## config.mk

```make
export PLATFORM = sky130hd
export DESIGN_NAME = led_ring_animation_controller
export DESIGN_NICKNAME = d
export VERILOG_FILES = /design/src/rtl/lrac_pkg.sv /design/src/rtl/lrac_front.sv /design/src/rtl/lrac_queue.sv /design/src/rtl/lrac_back.sv /design/src/rtl/led_ring_animation_controller.sv
export SDC_FILE = /design/constraint.sdc
export NUM_CORES = 1
export LEC_CHECK = 0
export BUFFER_PORTS_ARGS = -buffer_cell sky130_fd_sc_hd__buf_4
export CAP_MARGIN = 25
export CORE_ASPECT_RATIO = 0.5
export CORE_MARGIN = 1.5
export CORE_UTILIZATION = 45
export DETAILED_ROUTE_END_ITERATION = 7
export PLACE_DENSITY = 0.6
export RECOVER_POWER = 50
export SKIP_CTS_REPAIR_TIMING = 1
export SYNTH_ARGS = -nofsm -noshare
export SYNTH_HDL_FRONTEND = slang
export SYNTH_SLANG_ARGS = --single-unit
```

## constraint.sdc

```tcl
create_clock -name clock -period 12.5 [get_ports clock]
set_clock_uncertainty 0.05 [all_clocks]
set_input_delay 1.25 -clock clock [delete_from_list [all_inputs] [get_ports clock]]
set_output_delay 1.25 -clock clock [all_outputs]
set_load 0.05 [all_outputs]
```

## src/rtl/lrac_pkg.sv

```systemverilog
package lrac_pkg;

   localparam int RingPixelsDefault  = 8;
   localparam int CometLengthDefault = 6;

   localparam int unsigned PulseMs      = 1800;
   localparam int unsigned PulsePhaseMs = 150;

   // ceil division by 100 done as a reciprocal multiply, exact for numerators below 6500
   localparam int unsigned GaugeRecip = 10486;
   localparam int unsigned GaugeShift = 20;

   localparam logic [1:0] CmdTick    = 2'd0;
   localparam logic [1:0] CmdSetMode = 2'd1;
   localparam logic [1:0] CmdGauge   = 2'd2;
   localparam logic [1:0] CmdPulse   = 2'd3;

   localparam logic [2:0] ModeOff   = 3'd0;
   localparam logic [2:0] ModeIdle  = 3'd1;
   localparam logic [2:0] ModeWait  = 3'd2;
   localparam logic [2:0] ModeWork  = 3'd3;
   localparam logic [2:0] ModeBatt  = 3'd4;
   localparam logic [2:0] ModeGauge = 3'd5;

   localparam logic [1:0] CsrGreenMax  = 2'd0;
   localparam logic [1:0] CsrYellowMax = 2'd1;
   localparam logic [1:0] CsrChaseStep = 2'd2;
   localparam logic [1:0] CsrBlinkHalf = 2'd3;

   localparam logic [6:0]  GreenMaxReset  = 7'd50;
   localparam logic [6:0]  YellowMaxReset = 7'd80;
   localparam logic [15:0] ChaseStepReset = 16'd80;
   localparam logic [14:0] BlinkHalfReset = 15'd500;

   localparam logic KindBar   = 1'b0;
   localparam logic KindComet = 1'b1;

   localparam logic [7:0] LevelFull   = 8'd255;
   localparam logic [7:0] LevelOrange = 8'd90;
   localparam logic [7:0] LevelGrey   = 8'd2;
   localparam logic [7:0] LevelOff    = 8'd0;

   localparam int QueueDepth    = 2;
   localparam int QueuePtrWidth = 1;

   // one frame as the back end needs it: a lit bar over a background, or a comet
   typedef struct packed {
      logic       kind;
      logic [6:0] lit;
      logic [7:0] fg_red;
      logic [7:0] fg_green;
      logic [7:0] fg_blue;
      logic       bg_grey;
      logic [5:0] comet_pos;
   } frame_desc_type;

   function automatic frame_desc_type bar_desc(input logic [6:0] lit, input logic [7:0] r,
                                               input logic [7:0] g, input logic [7:0] b,
                                               input logic grey);
      frame_desc_type d;
      d.kind      = KindBar;
      d.lit       = lit;
      d.fg_red    = r;
      d.fg_green  = g;
      d.fg_blue   = b;
      d.bg_grey   = grey;
      d.comet_pos = 6'd0;
      return d;
   endfunction

endpackage

```

## src/rtl/lrac_front.sv

```systemverilog
module lrac_front import lrac_pkg::*; #(
   parameter int RING_PIXELS = RingPixelsDefault
) (
   input  logic           clock,
   input  logic           reset,
   input  logic           accept,
   input  logic [1:0]     req_command,
   input  logic [2:0]     req_mode,
   input  logic [7:0]     req_percent,
   input  logic           csr_write,
   input  logic [1:0]     csr_index,
   input  logic [15:0]    csr_data,
   output logic           desc_push,
   output frame_desc_type desc_out
);

   localparam logic [6:0] FullLit = 7'(RING_PIXELS);
   localparam logic [5:0] LastPos = 6'(RING_PIXELS - 1);

   logic [6:0]  green_max_ff, green_max_in;
   logic [6:0]  yellow_max_ff, yellow_max_in;
   logic [15:0] chase_step_ff, chase_step_in;
   logic [14:0] blink_half_ff, blink_half_in;

   logic [31:0] time_ff, time_in;
   logic [31:0] elapsed_ff, elapsed_in;
   logic [31:0] pulse_end_ff, pulse_end_in;
   logic [31:0] since_ff, since_in;
   logic [7:0]  phase_cnt_ff, phase_cnt_in;
   logic        phase_odd_ff, phase_odd_in;
   logic [2:0]  mode_ff, mode_in;
   logic [5:0]  comet_pos_ff, comet_pos_in;
   logic        blink_on_ff, blink_on_in;
   logic [6:0]  gauge_level_ff, gauge_level_in;

   logic [31:0] now;
   logic        pulsing;
   logic [31:0] el_tick;
   logic [31:0] since_next;
   logic [5:0]  pos_next;
   logic [6:0]  pct_sat;
   logic [13:0] gauge_num;
   logic [27:0] gauge_prod;
   logic [6:0]  lit_raw;
   logic [6:0]  lit;
   logic [7:0]  gauge_red, gauge_green;
   logic [31:0] blink_lim;

   assign now        = (req_command == CmdTick) ? time_ff + 32'd1 : time_ff;
   assign pulsing    = now < pulse_end_ff;
   assign el_tick    = elapsed_ff + 32'd1;
   assign since_next = since_ff + 32'd1;
   assign pos_next   = (comet_pos_ff == LastPos) ? 6'd0 : comet_pos_ff + 6'd1;
   assign pct_sat    = (req_percent > 8'd100) ? 7'd100 : req_percent[6:0];
   assign gauge_num  = 14'(pct_sat) * 14'(RING_PIXELS) + 14'd99;
   assign gauge_prod = 28'(gauge_num) * 28'(GaugeRecip);
   assign lit_raw    = gauge_prod[GaugeShift +: 7];
   assign blink_lim  = (mode_ff == ModeWait) ? {17'd0, blink_half_ff}
                                             : {16'd0, blink_half_ff, 1'b0};

   always_comb begin
      if (lit_raw == 7'd0) begin
         lit = 7'd1;
      end else if (lit_raw > FullLit) begin
         lit = FullLit;
      end else begin
         lit = lit_raw;
      end
      // green test first, so thresholds out of order still resolve
      if (pct_sat <= green_max_ff) begin
         gauge_red   = LevelOff;
         gauge_green = LevelFull;
      end else if (pct_sat <= yellow_max_ff) begin
         gauge_red   = LevelFull;
         gauge_green = LevelFull;
      end else begin
         gauge_red   = LevelFull;
         gauge_green = LevelOff;
      end
   end

   always_comb begin
      green_max_in  = green_max_ff;
      yellow_max_in = yellow_max_ff;
      chase_step_in = chase_step_ff;
      blink_half_in = blink_half_ff;
      if (csr_write) begin
         unique case (csr_index)
            CsrGreenMax:  green_max_in  = csr_data[6:0];
            CsrYellowMax: yellow_max_in = csr_data[6:0];
            CsrChaseStep: chase_step_in = csr_data;
            CsrBlinkHalf: blink_half_in = csr_data[14:0];
            default:      ;
         endcase
      end
   end

   always_comb begin
      time_in        = time_ff;
      elapsed_in     = elapsed_ff;
      pulse_end_in   = pulse_end_ff;
      since_in       = since_ff;
      phase_cnt_in   = phase_cnt_ff;
      phase_odd_in   = phase_odd_ff;
      mode_in        = mode_ff;
      comet_pos_in   = comet_pos_ff;
      blink_on_in    = blink_on_ff;
      gauge_level_in = gauge_level_ff;
      desc_push      = 1'b0;
      desc_out       = bar_desc(7'd0, LevelOff, LevelOff, LevelOff, 1'b0);

      if (accept) begin
         unique case (req_command)
            CmdPulse: begin
               pulse_end_in = time_ff + 32'(PulseMs);
               mode_in      = ModeOff;
               since_in     = 32'd0;
               phase_cnt_in = 8'd0;
               phase_odd_in = 1'b0;
            end
            CmdTick: begin
               time_in    = now;
               elapsed_in = el_tick;
               since_in   = since_next;
               // phase parity of the time since the pulse started, in 150 ms slots
               if (since_next == 32'd0) begin
                  phase_cnt_in = 8'd0;
                  phase_odd_in = 1'b0;
               end else if (phase_cnt_ff == 8'(PulsePhaseMs - 1)) begin
                  phase_cnt_in = 8'd0;
                  phase_odd_in = ~phase_odd_ff;
               end else begin
                  phase_cnt_in = phase_cnt_ff + 8'd1;
               end
               if (pulsing) begin
                  desc_push = 1'b1;
                  desc_out  = bar_desc(FullLit, LevelOff,
                                       phase_odd_in ? LevelOff : LevelFull, LevelOff, 1'b0);
               end else if (mode_ff == ModeWork) begin
                  if (el_tick >= {16'd0, chase_step_ff}) begin
                     elapsed_in         = 32'd0;
                     comet_pos_in       = pos_next;
                     desc_push          = 1'b1;
                     desc_out.kind      = KindComet;
                     desc_out.comet_pos = pos_next;
                  end
               end else if (mode_ff == ModeWait || mode_ff == ModeBatt) begin
                  if (el_tick >= blink_lim) begin
                     elapsed_in  = 32'd0;
                     blink_on_in = ~blink_on_ff;
                     desc_push   = 1'b1;
                     if (!blink_on_in) begin
                        desc_out = bar_desc(7'd0, LevelOff, LevelOff, LevelOff, 1'b0);
                     end else if (mode_ff == ModeWait) begin
                        desc_out = bar_desc(FullLit, LevelFull, LevelOff, LevelOff, 1'b0);
                     end else begin
                        desc_out = bar_desc(FullLit, LevelFull, LevelOrange, LevelOff, 1'b0);
                     end
                  end
               end
            end
            CmdSetMode: begin
               if (!pulsing && req_mode != mode_ff) begin
                  mode_in      = req_mode;
                  elapsed_in   = 32'd0;
                  comet_pos_in = 6'd0;
                  blink_on_in  = 1'b1;
                  desc_push    = 1'b1;
                  unique case (req_mode)
                     ModeIdle: desc_out = bar_desc(FullLit, LevelOff, LevelFull, LevelOff, 1'b0);
                     ModeWait: desc_out = bar_desc(FullLit, LevelFull, LevelOff, LevelOff, 1'b0);
                     ModeBatt: desc_out = bar_desc(FullLit, LevelFull, LevelOrange, LevelOff,
                                                   1'b0);
                     ModeWork: desc_out = bar_desc(7'd1, LevelFull, LevelFull, LevelOff, 1'b0);
                     default:  desc_out = bar_desc(7'd0, LevelOff, LevelOff, LevelOff, 1'b0);
                  endcase
               end
            end
            CmdGauge: begin
               if (!pulsing && !(mode_ff == ModeGauge && pct_sat == gauge_level_ff)) begin
                  mode_in        = ModeGauge;
                  gauge_level_in = pct_sat;
                  desc_push      = 1'b1;
                  desc_out       = bar_desc(lit, gauge_red, gauge_green, LevelOff, 1'b1);
               end
            end
            default: ;
         endcase
      end
   end

   always_ff @(posedge clock) begin
      if (reset) begin
         green_max_ff   <= GreenMaxReset;
         yellow_max_ff  <= YellowMaxReset;
         chase_step_ff  <= ChaseStepReset;
         blink_half_ff  <= BlinkHalfReset;
         time_ff        <= 32'd0;
         elapsed_ff     <= 32'd0;
         pulse_end_ff   <= 32'd0;
         since_ff       <= 32'd0;
         phase_cnt_ff   <= 8'd0;
         phase_odd_ff   <= 1'b0;
         mode_ff        <= ModeOff;
         comet_pos_ff   <= 6'd0;
         blink_on_ff    <= 1'b0;
         gauge_level_ff <= 7'd0;
      end else begin
         green_max_ff   <= green_max_in;
         yellow_max_ff  <= yellow_max_in;
         chase_step_ff  <= chase_step_in;
         blink_half_ff  <= blink_half_in;
         time_ff        <= time_in;
         elapsed_ff     <= elapsed_in;
         pulse_end_ff   <= pulse_end_in;
         since_ff       <= since_in;
         phase_cnt_ff   <= phase_cnt_in;
         phase_odd_ff   <= phase_odd_in;
         mode_ff        <= mode_in;
         comet_pos_ff   <= comet_pos_in;
         blink_on_ff    <= blink_on_in;
         gauge_level_ff <= gauge_level_in;
      end
   end

endmodule

```

## src/rtl/lrac_queue.sv

```systemverilog
module lrac_queue import lrac_pkg::*; (
   input  logic           clock,
   input  logic           reset,
   input  logic           push,
   input  frame_desc_type push_desc,
   input  logic           pop,
   output logic           full,
   output logic           valid,
   output frame_desc_type head
);

   frame_desc_type                entries_ff [QueueDepth];
   logic [QueuePtrWidth-1:0]      wr_ptr_ff, wr_ptr_in;
   logic [QueuePtrWidth-1:0]      rd_ptr_ff, rd_ptr_in;
   logic [QueuePtrWidth:0]        count_ff, count_in;
   logic                          do_pop;

   assign full   = count_ff == (QueuePtrWidth + 1)'(QueueDepth);
   assign valid  = count_ff != '0;
   assign head   = entries_ff[rd_ptr_ff];
   assign do_pop = pop && valid;

   always_comb begin
      wr_ptr_in = wr_ptr_ff;
      rd_ptr_in = rd_ptr_ff;
      count_in  = count_ff;
      if (push) begin
         wr_ptr_in = (wr_ptr_ff == QueuePtrWidth'(QueueDepth - 1)) ? '0 : wr_ptr_ff + 1'b1;
      end
      if (do_pop) begin
         rd_ptr_in = (rd_ptr_ff == QueuePtrWidth'(QueueDepth - 1)) ? '0 : rd_ptr_ff + 1'b1;
      end
      if (push && !do_pop) begin
         count_in = count_ff + 1'b1;
      end else if (do_pop && !push) begin
         count_in = count_ff - 1'b1;
      end
   end

   always_ff @(posedge clock) begin
      if (reset) begin
         wr_ptr_ff <= '0;
         rd_ptr_ff <= '0;
         count_ff  <= '0;
      end else begin
         wr_ptr_ff <= wr_ptr_in;
         rd_ptr_ff <= rd_ptr_in;
         count_ff  <= count_in;
      end
   end

   always_ff @(posedge clock) begin
      if (push) begin
         entries_ff[wr_ptr_ff] <= push_desc;
      end
   end

endmodule

```

## src/rtl/lrac_back.sv

```systemverilog
module lrac_back import lrac_pkg::*; #(
   parameter int RING_PIXELS  = RingPixelsDefault,
   parameter int COMET_LENGTH = CometLengthDefault
) (
   input  logic           clock,
   input  logic           reset,
   input  logic           desc_valid,
   input  frame_desc_type desc,
   output logic           desc_pop,
   output logic           rsp_empty,
   input  logic           rsp_pop,
   output logic [5:0]     rsp_pixel_index,
   output logic [7:0]     rsp_red,
   output logic [7:0]     rsp_green,
   output logic [7:0]     rsp_blue,
   output logic           rsp_last_pixel
);

   localparam int CometDiv = (COMET_LENGTH > 1) ? COMET_LENGTH - 1 : 1;
   localparam logic [5:0] LastPix = 6'(RING_PIXELS - 1);

   function automatic logic [63:0][7:0] comet_lut();
      logic [63:0][7:0] lut;
      int               d;
      for (int i = 0; i < 64; i++) begin
         d      = (i * 125) / CometDiv;
         lut[i] = (d > 255) ? 8'd0 : 8'(255 - d);
      end
      return lut;
   endfunction

   localparam logic [63:0][7:0] CometLut = comet_lut();

   logic       out_valid_ff, out_valid_in;
   logic [5:0] pix_ff, pix_in;
   logic [5:0] index_ff;
   logic [7:0] red_ff, green_ff, blue_ff;
   logic       last_ff;

   logic       advance;
   logic       is_last;
   logic [6:0] behind_wide;
   logic [5:0] behind;
   logic [7:0] pix_red, pix_green, pix_blue;

   assign advance   = !out_valid_ff || rsp_pop;
   assign is_last   = pix_ff == LastPix;
   assign desc_pop  = advance && desc_valid && is_last;
   // distance behind the comet head, around the ring
   assign behind_wide = (desc.comet_pos >= pix_ff)
                      ? {1'b0, desc.comet_pos - pix_ff}
                      : {1'b0, desc.comet_pos} + 7'(RING_PIXELS) - {1'b0, pix_ff};
   assign behind      = behind_wide[5:0];

   always_comb begin
      pix_red   = LevelOff;
      pix_green = LevelOff;
      pix_blue  = LevelOff;
      if (desc.kind == KindComet) begin
         if ({1'b0, behind} < 7'(COMET_LENGTH)) begin
            pix_red   = CometLut[behind];
            pix_green = CometLut[behind];
         end
      end else if ({1'b0, pix_ff} < desc.lit) begin
         pix_red   = desc.fg_red;
         pix_green = desc.fg_green;
         pix_blue  = desc.fg_blue;
      end else if (desc.bg_grey) begin
         pix_red   = LevelGrey;
         pix_green = LevelGrey;
         pix_blue  = LevelGrey;
      end
   end

   always_comb begin
      out_valid_in = out_valid_ff;
      pix_in       = pix_ff;
      if (advance) begin
         out_valid_in = desc_valid;
         if (desc_valid) begin
            pix_in = is_last ? 6'd0 : pix_ff + 6'd1;
         end
      end
   end

   always_ff @(posedge clock) begin
      if (reset) begin
         out_valid_ff <= 1'b0;
         pix_ff       <= 6'd0;
      end else begin
         out_valid_ff <= out_valid_in;
         pix_ff       <= pix_in;
      end
   end

   always_ff @(posedge clock) begin
      if (advance && desc_valid) begin
         index_ff <= pix_ff;
         red_ff   <= pix_red;
         green_ff <= pix_green;
         blue_ff  <= pix_blue;
         last_ff  <= is_last;
      end
   end

   assign rsp_empty       = !out_valid_ff;
   assign rsp_pixel_index = index_ff;
   assign rsp_red         = red_ff;
   assign rsp_green       = green_ff;
   assign rsp_blue        = blue_ff;
   assign rsp_last_pixel  = last_ff;

endmodule

```

## src/rtl/led_ring_animation_controller.sv

```systemverilog
// channel   ports                                   word
// req       req_push / req_full                     command, mode, percent
// rsp       rsp_empty / rsp_pop                     pixel index, rgb, last flag
// csr       csr_valid / csr_ready                   register index, write data
//
// a command is classified in the cycle it is taken; a frame then leaves at one pixel
// per cycle while rsp_pop keeps up; a frame that a command draws is RING_PIXELS pixels
// a two-entry frame queue sits between the two, so commands keep being taken while
// the output stalls, until two frames are waiting
// synchronous reset; no clearing pass, the block is ready in the cycle after reset
module led_ring_animation_controller import lrac_pkg::*; #(
   parameter int RING_PIXELS  = RingPixelsDefault,
   parameter int COMET_LENGTH = CometLengthDefault
) (
   input  logic        clock,
   input  logic        reset,
   input  logic        req_push,
   output logic        req_full,
   input  logic [1:0]  req_command,
   input  logic [2:0]  req_mode,
   input  logic [7:0]  req_percent,
   output logic        rsp_empty,
   input  logic        rsp_pop,
   output logic [5:0]  rsp_pixel_index,
   output logic [7:0]  rsp_red,
   output logic [7:0]  rsp_green,
   output logic [7:0]  rsp_blue,
   output logic        rsp_last_pixel,
   input  logic        csr_valid,
   output logic        csr_ready,
   input  logic [1:0]  csr_index,
   input  logic [15:0] csr_data
);

   logic           accept;
   logic           desc_push;
   frame_desc_type push_desc;
   logic           q_valid;
   logic           q_pop;
   frame_desc_type q_head;

   assign csr_ready = 1'b1;
   assign accept    = req_push && !req_full;

   lrac_front #(
      .RING_PIXELS(RING_PIXELS)
   ) u_front (
      .clock       (clock),
      .reset       (reset),
      .accept      (accept),
      .req_command (req_command),
      .req_mode    (req_mode),
      .req_percent (req_percent),
      .csr_write   (csr_valid && csr_ready),
      .csr_index   (csr_index),
      .csr_data    (csr_data),
      .desc_push   (desc_push),
      .desc_out    (push_desc)
   );

   lrac_queue u_queue (
      .clock     (clock),
      .reset     (reset),
      .push      (desc_push),
      .push_desc (push_desc),
      .pop       (q_pop),
      .full      (req_full),
      .valid     (q_valid),
      .head      (q_head)
   );

   lrac_back #(
      .RING_PIXELS (RING_PIXELS),
      .COMET_LENGTH(COMET_LENGTH)
   ) u_back (
      .clock           (clock),
      .reset           (reset),
      .desc_valid      (q_valid),
      .desc            (q_head),
      .desc_pop        (q_pop),
      .rsp_empty       (rsp_empty),
      .rsp_pop         (rsp_pop),
      .rsp_pixel_index (rsp_pixel_index),
      .rsp_red         (rsp_red),
      .rsp_green       (rsp_green),
      .rsp_blue        (rsp_blue),
      .rsp_last_pixel  (rsp_last_pixel)
   );

endmodule

```

Word level (Yosys, flattened, before mapping)
Memories as Yosys holds them, arrays and structs flattened. A register that Yosys moved wholly into a read port is not among the register bits.
Cells that the tools add are included.
W data, S select, Z words.
- magnitude comparators: 11
- add/sub/neg operators: 15
- multipliers: 1
- mux-type cells: 81
- reduce and logical (&&, ||, !) cells: 39
- bitwise operators: 2
- equality and inequality tests: 28
- operators with widths (cell ; number):
    $mux W32 ; 8
    $mux W39 ; 5
    $pmux W35 S4 ; 1
    $pmux W32 S2 ; 2
    $pmux W39 S3 ; 1
    $mux W8 ; 13
    $add A32 B1 Y32 const B ; 3
    $mux W6 ; 9
    $mux W38 ; 1
    $mux W35 ; 1
    $add A32 B11 Y32 const B ; 1
    $ge A32 B16 Y1 ; 1
    $ge A32 B32 Y1 ; 1
    $logic_not A32 Y1 ; 1
    $lt A32 B32 Y1 ; 1
    $mul A14 B13 Y26 const B ; 1
    $mux W1 ; 24
    $mux W22 ; 1
    $mux W7 ; 3
    $mux W16 ; 1
    $pmux W8 S2 ; 1
    $reduce_and A2 Y1 ; 8
    $le A7 B7 Y1 ; 2
    $add A6 B1 Y6 const B ; 2
    42 further kinds ; 85
- bits in read-only memories: 512
- bits in writable memories: 78
- input bits: 36
- register bits after elaboration: 241
- output and inout port bits: 34
- logic and storage cells: 203
- memories kept: 2
- memory list (name ; depth ; width ; rd ports ; clocked after Yosys merged registers in ; write ports ; RTL line ; source):
    (no name shown) ; 64 ; 8 ; 1 ; 0 ; 0 ; lrac_back.sv:61 ; pix_red = CometLut[behind];
    u_queue.entries_ff ; 2 ; 39 ; 1 ; 1 ; 1 ; lrac_queue.sv:12 ; frame_desc_type entries_ff [QueueDepth];

Logic depth before layout (Yosys ltp)
Gate-level depths: netlist (run 1).
- depth in word-level cells: 13
- gate-level depth with buffers: 28
- gate-level depth less buffers: 27

Hierarchy
Synthesis (run 1) repeated with hierarchy kept, for this count alone.
- cells, all modules: 2442
- area total of the unflattened synthesis: 21276.7 µm²
- modules (own cells, without submodules) (module ; cells each ; seq. area each (µm²) ; times used ; area an instance (µm²)):
    lrac_front ; 2081 ; 3983.8 ; 1 ; 15955.3
    lrac_queue ; 143 ; 2442.3 ; 1 ; 3021.6
    lrac_back ; 215 ; 1071.0 ; 1 ; 2274.7
    led_ring_animation_controller ; 3 ; 0.0 ; 1 ; 25.0

Worst setup path after synthesis (run 1)
No wires, ideal clock.
- path kind: input-to-reg
- start point: input req_percent[3]
- end point: memory u_queue.entries_ff[0][31] (netlist bit) (data pin)
- path buffers: 1
- arrival time: 6.672 ns
- setup time: 0.269 ns
- stages on the path: 25
- setup slack: 5.509 ns
- data required time: 12.181 ns
- cell sequence: clkbuf_1 o211ai_1 nand2_1 inv_1 ha_1 xor2_1 ha_1 inv_1 xnor2_1 fa_1 inv_1 fa_1 fa_1 inv_1 fa_1 inv_1 ha_1 nand2_1 a21oi_1 nand2_1 a31oi_1 mux2_2 o2111ai_1 nand2b_1 o21ai_0
- RTL lines (element ; RTL line ; source):
    from (decl) ; led_ring_animation_controller.sv:21 ; input logic [7:0] req_percent,
    to (decl) ; lrac_queue.sv:12 ;

Worst setup path after layout (run 1)
- start point: input req_command[0]
- end point: register u_front.comet_pos_ff[5]
- cells in the longest elaborated chain, start to end: 7
- elaborated cells between the ends (all ways): 13
- those cells by class: order compare (1); eq/ne (5); mux (2); reduce/logical (5)
- ends and longest elaborated chain (element ; RTL line ; source):
    from (decl) ; led_ring_animation_controller.sv:19 ; input logic [1:0] req_command,
    $logic_not A2 Y1 (*) ; lrac_front.sv:49 ; assign now = (req_command == CmdTick) ? time_ff + 32'd1 : time_ff;
    $mux W32 (*) ; lrac_front.sv:49 ;
    named net u_front.now[26] ; lrac_front.sv:36 ; logic [31:0] now;
    $lt A32 B32 Y1 (*) ; lrac_front.sv:50 ; assign pulsing = now < pulse_end_ff;
    $logic_not A1 Y1 ; lrac_front.sv:163 ; if (!pulsing && req_mode != mode_ff) begin
    $logic_and A1 B1 Y1 ; lrac_front.sv:163 ;
    $ne A2 B1 Y1 (no line) ; -- ;
    $reduce_and A6 Y1 (no line) (*) ; -- ;
    to (signal assigned) ; lrac_front.sv:220 ; comet_pos_ff <= comet_pos_in;
    to (decl) ; lrac_front.sv:32 ; logic [5:0] comet_pos_ff, comet_pos_in;
The timed path passes the listed nets; every way through them passes the cells marked *.
A chain may end at the register's enable or synchronous reset.

==> results_dict.tcl, run 1 <==
set metrics [dict create \
    min_period_over_period 0.604 \
    crit_path_max_fanout 14 \
    overall_global_routing_usage 0.214 \
    first_pass_iters 5 \
    ys_warn_count 0 \
    max-clock-path-buffers 3 \
    grt_overflow 0 \
    run_status "finished, violations left" \
    clkTransAtPathRegs_ns 0.06 \
    tritoncts "yes" \
    stdcell_area_mm2 0.0208 \
    first_pass_grt_wire_length_mm 77.2 \
    detail_route.iter0.violations 1146 \
    post_dp_cell_area_mm2 0.0200 \
    ys_top_cells_by_area "sky130_fd_sc_hd__dfxtp_1 22%, sky130_fd_sc_hd__ha_1 12%, sky130_fd_sc_hd__edfxtp_1 9.1%, sky130_fd_sc_hd__nand2_1 4.9%, sky130_fd_sc_hd__nor2_1 4.0%" \
    worst_hold_path_type "register to register" \
    power.density_mw_per_mm2 119 \
    synth_seq_cells 269 \
    max_clock_freq_mhz 132 \
    drcViolationCount 0 \
    portBuffers 61 \
    die_x_extent_um 295 \
    pwr_total_mw 2.47 \
    setup_viol_count_final 0 \
    initial_core_util 0.457 \
    irDropWorstVdd_mv 0.115 \
    initial_antenna_violation_count 0 \
    tmin_final_ns 7.55 \
    setup.worst_path.start_class "input port" \
    asyncSetResetFlopFracSynth 0 \
    clock_sink_count 269 \
    slew_headroom -1.35 \
    synth.yosys.seq_area_share 0.311 \
    tritoncts.num_buffers 28 \
    area_added_between_synthesis_and_finish_pct 8.22 \
    first_global_vias 14500 \
    hold_violations 0 \
    totalWireLength_mm 47.4 \
    h-tree-depth 1 \
    slew_violations 264 \
    dieArea_mm2 0.0440 \
    synthesized_instance_count 2329 \
    post-synth-top-count-cell "sky130_fd_sc_hd__nand2_1" \
    dpl.hpwl_mm 34.6 \
    insertion_delay_ns 0.57 \
    synth_cell_types 90 \
    diodes 0 \
    cts_root_buf "sky130_fd_sc_hd__clkbuf_16" \
    routed-via-count 16000 \
    drive_above_1_share 0.0562 \
    floorplan.die.height_um 149 \
    routed_via_density 5.51 \
    pin_count_of_the_biggest_net_entering_global_routing 97 \
    io-pin-count 70 \
    gp_congestion 0.882 \
    fin_setup_tns_ns 0 \
    design.final.nets 2560 \
    yosys.area.top_type_share 0.220 \
    route.antenna.remaining_nets 0 \
    setup.worst_path.class "input port to register" \
    failed_checks "capacitance limit, slew limit" \
    maxCapViolCount 5 \
    rsz0062_at_grt "no" \
    netlist_top_cells_count "252 x sky130_fd_sc_hd__nand2_1, 211 x sky130_fd_sc_hd__dfxtp_1, 204 x sky130_fd_sc_hd__nor2_1" \
    synth_top_flop_cell "sky130_fd_sc_hd__dfxtp_1" \
    syn_area_mm2 0.0192 \
    power_leakage_nw 7.99 \
    wire_per_inst_um 16.3 \
    number_of_enable_flip_flop_cells_after_synthesis 58 \
    crit_path_end_kind "register" \
    critPathArrivalTime_ns 7.96 \
    synthesis.area_per_instance_um2 8.25 \
    row_count 53 \
    worst_ep_required_time_ns 12.91 \
    placement.setup.worst_slack_ns 4.47 \
    layout_setup_ws_ns 4.95 \
    netlist.top_cell.by_area "sky130_fd_sc_hd__dfxtp_1" \
    core_area_mm2 0.0420 \
    max_slew.worst_pin.slew_ns 3.53 \
]
-- report_power, final --
part / switching [mW] / total [mW] / internal, mW / leakage, nW
registers: 0.0118 / 0.921 / 0.909 / 2.24
clock network: 0.368 / 0.831 / 0.463 / 0.433
logic: 0.439 / 0.714 / 0.275 / 5.32
-- cells by family (layout without fill, tap and decap cells) --
kind of cell	after synthesis	after routing	share of synthesized area
multiplexers	52	52	0.0276
flip-flops	269	269	0.311
XOR/XNOR	145	145	0.0661
AO/OA/AOI/OAI	455	455	0.151
adder cells (fa/ha/maj)	213	213	0.150
buffers and inverters	319	305	0.0659
other	2	19	0.000391
AND/OR/NAND/NOR	874	874	0.227
-- layout by cell type (no fill, tap or decap), types with 11 or more instances in the layout --
cell type                     n
sky130_fd_sc_hd__dfxtp_1    211
sky130_fd_sc_hd__and3_1      22
sky130_fd_sc_hd__clkbuf_1    41
sky130_fd_sc_hd__a31oi_1     32
sky130_fd_sc_hd__nor3_1      64
sky130_fd_sc_hd__nand2b_1    30
sky130_fd_sc_hd__o21ai_0     93
sky130_fd_sc_hd__xnor2_1     70
sky130_fd_sc_hd__a211oi_1    38
sky130_fd_sc_hd__nor2b_1     16
sky130_fd_sc_hd__o21a_1      16
sky130_fd_sc_hd__nor4_1      25
sky130_fd_sc_hd__nand3b_1    19
sky130_fd_sc_hd__or3_1       30
sky130_fd_sc_hd__xor2_1      75
sky130_fd_sc_hd__fa_1        30
sky130_fd_sc_hd__nand4_1     38
sky130_fd_sc_hd__edfxtp_1    58
sky130_fd_sc_hd__buf_4       43
sky130_fd_sc_hd__ha_1       183
sky130_fd_sc_hd__inv_1      174
sky130_fd_sc_hd__clkbuf_16   29
sky130_fd_sc_hd__nor2_1     204
sky130_fd_sc_hd__conb_1      19
sky130_fd_sc_hd__o211ai_1    11
sky130_fd_sc_hd__a21o_1      29
sky130_fd_sc_hd__a311oi_1    17
sky130_fd_sc_hd__nand3_1     89
sky130_fd_sc_hd__a21oi_1    134
sky130_fd_sc_hd__or2_2       12
sky130_fd_sc_hd__mux2i_1     45
sky130_fd_sc_hd__nand2_1    252
-- flip-flops by register name, indices dropped and copies added, names as in the netlist, 7 cells and up, named ones only --
| register | cells |
|---|---|
| u_back.rsp_green | 8 |
| u_front.blink_half_ff | 15 |
| u_front.gauge_level_ff | 7 |
| u_front.elapsed_ff | 32 |
| u_queue.entries_ff | 34 |
| u_back.rsp_red | 8 |
| u_front.since_ff | 32 |
| u_front.phase_cnt_ff | 8 |
| u_front.time_ff | 32 |
| u_front.chase_step_ff | 16 |
| u_front.yellow_max_ff | 7 |
| u_front.green_max_ff | 7 |
| u_front.pulse_end_ff | 32 |
-- layout make-up --
cell class,count,area [um^2]
timing repair buffer,80,482
multi-input combinational,1758,12100
inverter,174,653
fill,4129,21300
clock buffer,38,790
tap,577,722
clock inverter,13,105
sequential,269,5970
-- final timing paths --
check	cells past startpoint	startpoint	slack, ns	endpoint
setup / recovery	21	req_command[0]	4.95	u_front.comet_pos_ff[5]
hold / removal	2	u_front.chase_step_ff[1]	0.41	u_front.chase_step_ff[1]
setup reg to reg	19	u_front.time_ff[0]	5.77	u_front.comet_pos_ff[5]
hold reg to reg	2	u_front.chase_step_ff[1]	0.41	u_front.chase_step_ff[1]
-- critical path, stage by stage --
cell and delay (ns):
sky130_fd_sc_hd__clkbuf_1 0.10, sky130_fd_sc_hd__inv_1 0.09, sky130_fd_sc_hd__ha_1 0.53, sky130_fd_sc_hd__nand4_1 0.35, sky130_fd_sc_hd__nor4_1 0.34, sky130_fd_sc_hd__buf_4 0.19, sky130_fd_sc_hd__nand3_1 0.22, sky130_fd_sc_hd__nor2_1 0.35
sky130_fd_sc_hd__nand3_1 0.27, sky130_fd_sc_hd__nor3_1 0.31, sky130_fd_sc_hd__xor2_1 0.10, sky130_fd_sc_hd__ha_1 0.30, sky130_fd_sc_hd__and4_1 0.18, sky130_fd_sc_hd__nand3_1 0.10, sky130_fd_sc_hd__or4_1 0.61, sky130_fd_sc_hd__a211o_1 0.29
sky130_fd_sc_hd__nand3_1 0.50, sky130_fd_sc_hd__a21o_1 0.51, sky130_fd_sc_hd__o211ai_1 0.45, sky130_fd_sc_hd__or4b_2 0.75, sky130_fd_sc_hd__a21oi_1 0.15
-- layer usage --
metal | vias up | share of wire | wire (um) | track usage
met5 | - | 0 | 0 | 0
met4 | 0 | 0.012 | 560 | 0.0344
met3 | 43 | 0.044 | 2110 | 0.0261
met2 | 303 | 0.44 | 20800 | 0.339
met1 | 7555 | 0.50 | 23900 | 0.316
li1 | 8119 | - | - | -
-- per-stage QoR --
step,hold WS [ns],util,instances
2_1_floorplan,0.382,-,2346
4_1_cts,0.406,0.497,2907
3_3_place_gp,0.391,0.476,2856
5_1_grt,0.418,0.494,2909
6_report,0.406,0.494,2909
3_5_place_dp,0.398,0.476,2856
Note: power is estimated with default switching activity, not from simulation.
==> run 2: changes to the inputs <==
==> constraint.sdc (replaced) <==
create_clock -name clock -period 7.3 [get_ports clock]
set_clock_uncertainty 0.05 [all_clocks]
set_input_delay 0.73 -clock clock [delete_from_list [all_inputs] [get_ports clock]]
set_output_delay 0.73 -clock clock [all_outputs]
set_load 0.05 [all_outputs]
==> results_dict.tcl, run 2 (synthesized netlist as in run 1, its figures left out) <==
set metrics [dict create \
    run_status "finished, violations left" \
    failed_checks "capacitance limit, slew limit" \
    power.share.switching 0.328 \
    floorplan.die.height_um 149 \
    power.density_mw_per_mm2 200 \
    initial_antenna_violation_count 2 \
    worst_r2r_endpoint "u_queue.count_ff[1]" \
    initial_core_util 0.457 \
    overall_global_routing_usage 0.217 \
    tmin_final_ns 6.43 \
    dpl.hpwl_mm 34.8 \
    crit_path_max_fanout 6 \
    critPathArrivalTime_ns 6.67 \
    rsz0062_at_grt "no" \
    critPathSlowestCell "sky130_fd_sc_hd__fa_1" \
    maxCapViolCount 2 \
    leading_cell_type_in_the_layout_fill_and_taps_excluded "sky130_fd_sc_hd__nand2_1" \
    critPathMaxStageDelay_ns 0.56 \
    cts_root_buf "sky130_fd_sc_hd__clkbuf_16" \
    crit_path_end_kind "register" \
    power_leakage_nw 8.04 \
    min_period_over_period 0.881 \
    worstPathCellList "buf_4 -> a21oi_1 -> nand2_1 -> ha_1 -> xor2_1 -> ha_1 -> inv_1 -> xnor2_1 -> fa_1 -> inv_1 -> fa_1 -> fa_1 -> inv_1 -> fa_1 -> inv_1 -> ha_1 -> nand2_1 -> a21oi_1 -> nand2_1 -> a31oi_1 -> mux2_2 -> o2111ai_1 -> nand2b_1 -> o21ai_0" \
    irDropWorstVdd_mv 0.164 \
    switchingPower_mw 1.37 \
    timing.critical_path.max_delay_family "adder cells" \
    h-tree-depth 1 \
    gp_congestion 0.869 \
    setup_viol_count_final 0 \
    pwr-share-seq 0.379 \
    final_core_util 0.495 \
    dieArea_mm2 0.0440 \
    tritoncts "yes" \
    route.antenna.remaining_nets 0 \
    die_x_extent_um 295 \
    regToRegSetupSlack_ns 1.16 \
    routed.top_layer "met4" \
    drive_above_1_share 0.0629 \
    post_layout_nonfiller_instances 2916 \
    max_clock_freq_mhz 155 \
    grt_overflow 0 \
    wire_per_inst_um 16.3 \
    routed_via_density 5.56 \
    layout.filler_cells 4171 \
    layout.cells.most_common_list "252 x sky130_fd_sc_hd__nand2_1, 211 x sky130_fd_sc_hd__dfxtp_1, 204 x sky130_fd_sc_hd__nor2_1, 183 x sky130_fd_sc_hd__ha_1, 174 x sky130_fd_sc_hd__inv_1" \
    worst_hold_slack_ns 0.344 \
    max_slew.worst_pin.slew_ns 5.38 \
    routed-via-count 16200 \
    max_reg_flops 34 \
    routedLengthMet1_mm 24.4 \
    tritoncts.num_buffers 26 \
    design.final.nets 2567 \
    area.sequential_mm2 0.00597 \
    min-delay-start "csr_data[7]" \
    worst_hold_path_type "input port to register" \
    worst_ep_required_time_ns 7.54 \
    p_int_mw 2.79 \
    portBuffers 61 \
    area_added_between_synthesis_and_finish_pct 8.39 \
    whs_endpoint "u_front.blink_half_ff[7]" \
    stdcell_area_mm2 0.0208 \
    first_pass_grt_wire_length_mm 78.3 \
    r2r_startpoint "u_front.time_ff[0]" \
    layout_setup_ws_ns 0.866 \
    slew_headroom -2.58 \
    clock_power_share 0.332 \
    hold_violations 0 \
    pwr_total_mw 4.16 \
    multi_input_area_mm2 0.0121 \
    pin_count_of_the_biggest_net_entering_global_routing 112 \
    first_global_vias 14900 \
    clock_sink_count 269 \
    worst_hold_path.num_cells 3 \
    setup.worst_path.class "input port to register" \
    post_dp_cell_area_mm2 0.0201 \
    slew_violations 143 \
    logic_gate_share_of_total_power 0.289 \
    dpl.cell_count 2867 \
    detail_route.iter0.violations 1107 \
    wire_length_on_met2_mm 20.2 \
    insertion_delay_ns 0.56 \
    drcViolationCount 0 \
    placement.setup.worst_slack_ns 0.357 \
    registers.top_by_ff_count "u_queue.entries_ff" \
    row_count 53 \
    fin_setup_tns_ns 0 \
    cp-startpoint "req_percent[5]" \
    clkTransAtPathRegs_ns 0.07 \
    setup.worst_path.start_class "input port" \
    io-pin-count 70 \
    totalWireLength_mm 47.6 \
    cp_num_buf_inv 5 \
    wl_met3_mm 2.16 \
    core_area_mm2 0.0420 \
    first_pass_iters 5 \
    max-clock-path-buffers 3 \
    worst_r2r_path_depth 22 \
]
==> run 2: worst max-delay path by stage <==
stage,endpoint,slack [ns],cells past startpoint
2_1_floorplan,u_queue.entries_ff[0][31],0.83,25
3_3_place_gp,u_queue.entries_ff[0][31],0.47,24
3_5_place_dp,u_queue.entries_ff[0][31],0.36,24
4_1_cts,u_queue.entries_ff[1][31],0.92,24
5_1_grt,u_queue.entries_ff[1][31],0.44,23
6_report,u_queue.entries_ff[1][31],0.87,24
==> run 2: final cells by class <==
class	instances	area share
diodes	1	0.000120
clock buffers	36	0.0345
flip-flops and latches	269	0.287
well taps	577	0.0347
clock inverters	12	0.00607
repair buffers	89	0.0269
inverters	174	0.0314
multi-input cells	1758	0.580
==> run 2: layer usage <==
metal | vias up | GRT usage
li1 | 8131 | -
met1 | 7697 | 0.326
met2 | 310 | 0.335
met3 | 61 | 0.0288
met4 | 0 | 0.0374
met5 | - | 0
==> run 2: tightest hold or removal path, cell delays in order <==
cell and delay [ns]:
sky130_fd_sc_hd__buf_4 0.08, sky130_fd_sc_hd__nand2_1 0.04, sky130_fd_sc_hd__nand3b_1 0.07
==> run 2: power by group through the flow <==
stage,Combinational [mW],Sequential (mW),Clock [mW]
final,1.20,1.58,1.38
after CTS,1.21,1.58,1.42
after detailed placement,1.20,1.61,0
after global routing,1.40,1.58,1.48
after floorplan,0.893,1.64,0
after global placement,1.19,1.61,0
